**src/design/qev_ram.sv**
```systemverilog
// Generic single-port-write, single-port-read RAM with registered read data.
// No dependencies.
module qev_ram #(
  parameter int WIDTH = 8,
  parameter int DEPTH = 4
) (
  input  logic                                   clk,
  input  logic                                   we,
  input  logic [((DEPTH > 1) ? $clog2(DEPTH) : 1)-1:0] waddr,
  input  logic [WIDTH-1:0]                       wdata,
  input  logic                                   re,
  input  logic [((DEPTH > 1) ? $clog2(DEPTH) : 1)-1:0] raddr,
  output logic [WIDTH-1:0]                       rdata
);

  logic [WIDTH-1:0] mem [DEPTH];
  logic [WIDTH-1:0] rdata_r;

  always_ff @(posedge clk) begin
    if (we) begin
      mem[waddr] <= wdata;
    end
    if (re) begin
      rdata_r <= mem[raddr];
    end
  end

  assign rdata = rdata_r;

endmodule

```
**config.mk**
```make
export PLATFORM = sky130hd
export DESIGN_NAME = qev_ram
export DESIGN_NICKNAME = d
export VERILOG_FILES = /design/src/design/qev_ram.sv
export SDC_FILE = /design/constraint.sdc
export NUM_CORES = 1
export LEC_CHECK = 0
export ABC_AREA = 1
export ABC_CLOCK_PERIOD_IN_PS = 1150
export BUFFER_PORTS_ARGS = -buffer_cell sky130_fd_sc_hd__buf_2
export CORE_ASPECT_RATIO = 0.5
export CORE_UTILIZATION = 50
export DETAILED_ROUTE_END_ITERATION = 16
export PLACE_DENSITY = 0.71
export SLEW_MARGIN = 0
export SYNTH_ARGS = -nofsm -noshare
export SYNTH_HDL_FRONTEND = slang
export SYNTH_SLANG_ARGS = --single-unit
```
**constraint.sdc**
```tcl
create_clock -name clk -period 1.15 [get_ports clk]
set_input_delay 0 -clock clk [delete_from_list [all_inputs] [get_ports clk]]
set_output_delay 0 -clock clk [all_outputs]
set_load 0.05 [all_outputs]
```
==> impl_metrics.csv <==
group,metric,value,unit
status,status,"finished, final reports clean",
logic_synthesis,synth_ff_type,"edfxtp_1",
final_layout,n_antenna_cell,0,
logic_synthesis,synth_area_leaders,"edfxtp_1 (74%), nand2_1 (9.2%), inv_1 (8.3%), nand3_1 (4.9%), buf_6 (1.4%)",
place,place_hpwl,1.774,mm
clocking,cts_max_level,2,
critical_path,path_max_fanout,1,
logic_synthesis,yosys-top-cells-count,"edfxtp_1 (40), nand2_1 (40), inv_1 (36)",
timing,rsz0062_at_grt,"false",
global_route,grtUsageMet3,5.217,%
final_layout,layout-drive-gt1-share,18.99,%
critical_path,r2r_end,"rdata[7]$_DFFE_PP_",
logic_synthesis,synth-xor-area-share,0,%
place,gp_congestion,0.7626,
place,numPortBuffers,22,
timing,hold_ws,0.06400,ns
timing,finalSetupTns,0,ns
global_route,grt_max_degree,18,
timing,final-setup-viol-count,0,
global_route,grt_usage,17.33,%
timing,slew_viol_final,0,
floorplanning,initial_core_util,53.41,%
timing,slew_headroom,77.60,%
detailed_routing,drc,0,
job,drv_cap,0,
power,p_total,2.853,mW
logic_synthesis,synth.avg_cell_area,11.54,sq um
critical_path,crit_slowest_cell,"edfxtp_1",
logic_synthesis,synth_top_family_by_area,"simple AND/OR/NAND/NOR gates",
critical_path,regToRegStartpoint,"mem[1][7]$_DFFE_PP_",
detailed_routing,drtIter0Drc,53,
clocking,cts_buffers,5,
global_route,met2_usage,23.61,%
place,pre_cts_slack,0.2730,ns
critical_path,crit_chain,"buf_2",
final_layout,nNetsFinal,194,
global_route,overflow,0,
final_layout,area_delta_synth_final,19.68,%
detailed_routing,vias_per_cell,4.553,
power,ir_drop,0.0006813,V
timing,hold_viol_final,0,
timing,fin_worst_skew,0.006529,ns
detailed_routing,vias,997,
critical_path,endpoint,"rdata[1]",
critical_path,reg2reg_depth,4,
clocking,root_buffer,"clkbuf_8",
critical_path,cp_num_cells,1,
timing,worst_pin_slew,0.3361,ns
logic_synthesis,postSynthCellCount,141,
detailed_routing,totalWireLength,2.671,mm
timing,min_period,0.9037,ns
critical_path,cp_top_family,"flip-flops",
clocking,numClockSinks,40,
floorplanning,fp-row-count,14,
timing,fmax,1.107,GHz
power,power.density,1465,nW/um^2
clocking,clockBufferDepth,2,
floorplanning,die-area,3502,sq um
detailed_routing,drtPass1Iterations,4,
clocking,insertion_delay,0.28,ns
logic_synthesis,synthMuxAreaShare,0,%
global_route,grt_pass1_wl,4.119,mm
logic_synthesis,synth.yosys.warnings,0,
logic_synthesis,synth_edf_count,40,
global_route,globalRouteMet1Util,25.29,%
logic_synthesis,synth.net_count,156,
critical_path,startpoint,"rdata[1]$_DFFE_PP_",
floorplanning,io_pins,23,
critical_path,r2r_setup_slack,0.27,ns
global_route,grt_pass1_vias,857,
timing,period_share,78.58,%
floorplanning,fp.dieW,82.69,um
floorplanning,die_y,42.35,um
logic_synthesis,synth_cell_types,9,
timing,setup_slack,0.2463,ns
logic_synthesis,synth_compound_area_share,0,%
critical_path,critical_path_arrival,0.90,ns
global_route,grt_most_used_layer,"met1",
clocking,cts_tree,"built",
critical_path,crit_required,1.15,ns
floorplanning,fp.coreArea,3048,sq um
global_route,antenna_found_initial,0,
critical_path,crit_type,"register to output pin",
logic_synthesis,yosys.area.top_type_share,73.79,%
detailed_routing,ant_nets,0,
critical_path,critPathCaptureType,"output pin",
detailed_routing,drt-wirelength-per-cell,12.20,um
logic_synthesis,yosysSeqAreaShare,73.79,%
logic_synthesis,yosys.area_share.simple,15.37,%
logic_synthesis,synthAdderAreaFrac,0,%
logic_synthesis,ys_ff_latch,40,
critical_path,path_buf_inv,1,
clocking,path_clk_slew,0.07,ns
power,p_leak,0.8957,nW
min_path,hp-class,"primary input to register",
logic_synthesis,synth_top_area_cell,"edfxtp_1",
critical_path,startpoint_type,"register",
critical_path,cpPeakStageDelay,0.39,ns
logic_synthesis,synthesis.area,1628,sq um
logic_synthesis,async_flop_share,0,%
[through the flow]
| stage | util (%) | instances | area [sq um] |
|---|---|---|---|
| after floorplan | - | 141 | 1628 |
| after global placement | 58.74 | 204 | 1790 |
| after detailed placement | 58.74 | 204 | 1790 |
| after CTS | 63.92 | 219 | 1948 |
| after global routing | 63.92 | 219 | 1948 |
| final | 63.92 | 219 | 1948 |
[cell families (layout without fill, tap and decap cells)]
family        Yosys count  count (layout)
buf+inv                41              79
simple gates           60              60
flops                  40              40
[cell type report]
class                      instances  area (sq um)
clock buffer                       6         72.57
clock inverter                     1         5.005
fill                             259          1100
inverter                          37         141.4
multi-input combinational         60         250.2
sequential                        40          1201
tap                               40         50.05
timing repair buffer              35         227.7
[per-layer routing]
metal	routed length (um)	up-vias
met3	164	4
met5	0	-
met2	1141	31
li1	-	522
met4	35	0
met1	1330	440
[registers in the layout, summed over array words and instances (netlist names)]
name   cells
mem       32
rdata      8
[power by group]
part | leakage [nW] | internal [mW] | total (mW) | switching, mW
Clock | 0.0410 | 0.412 | 0.847 | 0.435
Sequential | 0.373 | 1.69 | 1.71 | 0.0185
Combinational | 0.482 | 0.0947 | 0.295 | 0.200
[worst min path at each step]
stage          depth (start not counted)  slack [ns]             endpoint     start
4_1_cts                                1        0.06   rdata[2]$_DFFE_PP_        re
3_5_place_dp                           1        0.22  mem[1][4]$_DFFE_PP_  wdata[4]
5_1_grt                                1        0.07   rdata[2]$_DFFE_PP_        re
6_report                               1        0.06   rdata[2]$_DFFE_PP_        re
3_3_place_gp                           1        0.22  mem[2][0]$_DFFE_PP_  wdata[0]
2_1_floorplan                          0         0.1  mem[0][0]$_DFFE_PP_  wdata[0]
[repair_timing]
item,CTS,global route
endpoints found under the hold margin,32,0
setup buffers,0,0
endpoints found under the setup margin,0,0
gates resized for setup,0,0
hold buffers,8,0
[layout by cell type, fill, tap and decap left out]
cell and instances:
buf_2 22, buf_4 5, clkbuf_1 1, clkbuf_8 5, clkinv_2 1, dlygate4sd3_1 8, edfxtp_1 40, inv_1 36
inv_4 1, nand2_1 40, nand3_1 16, nor3_1 4
Power figures use the tool's default switching activity.
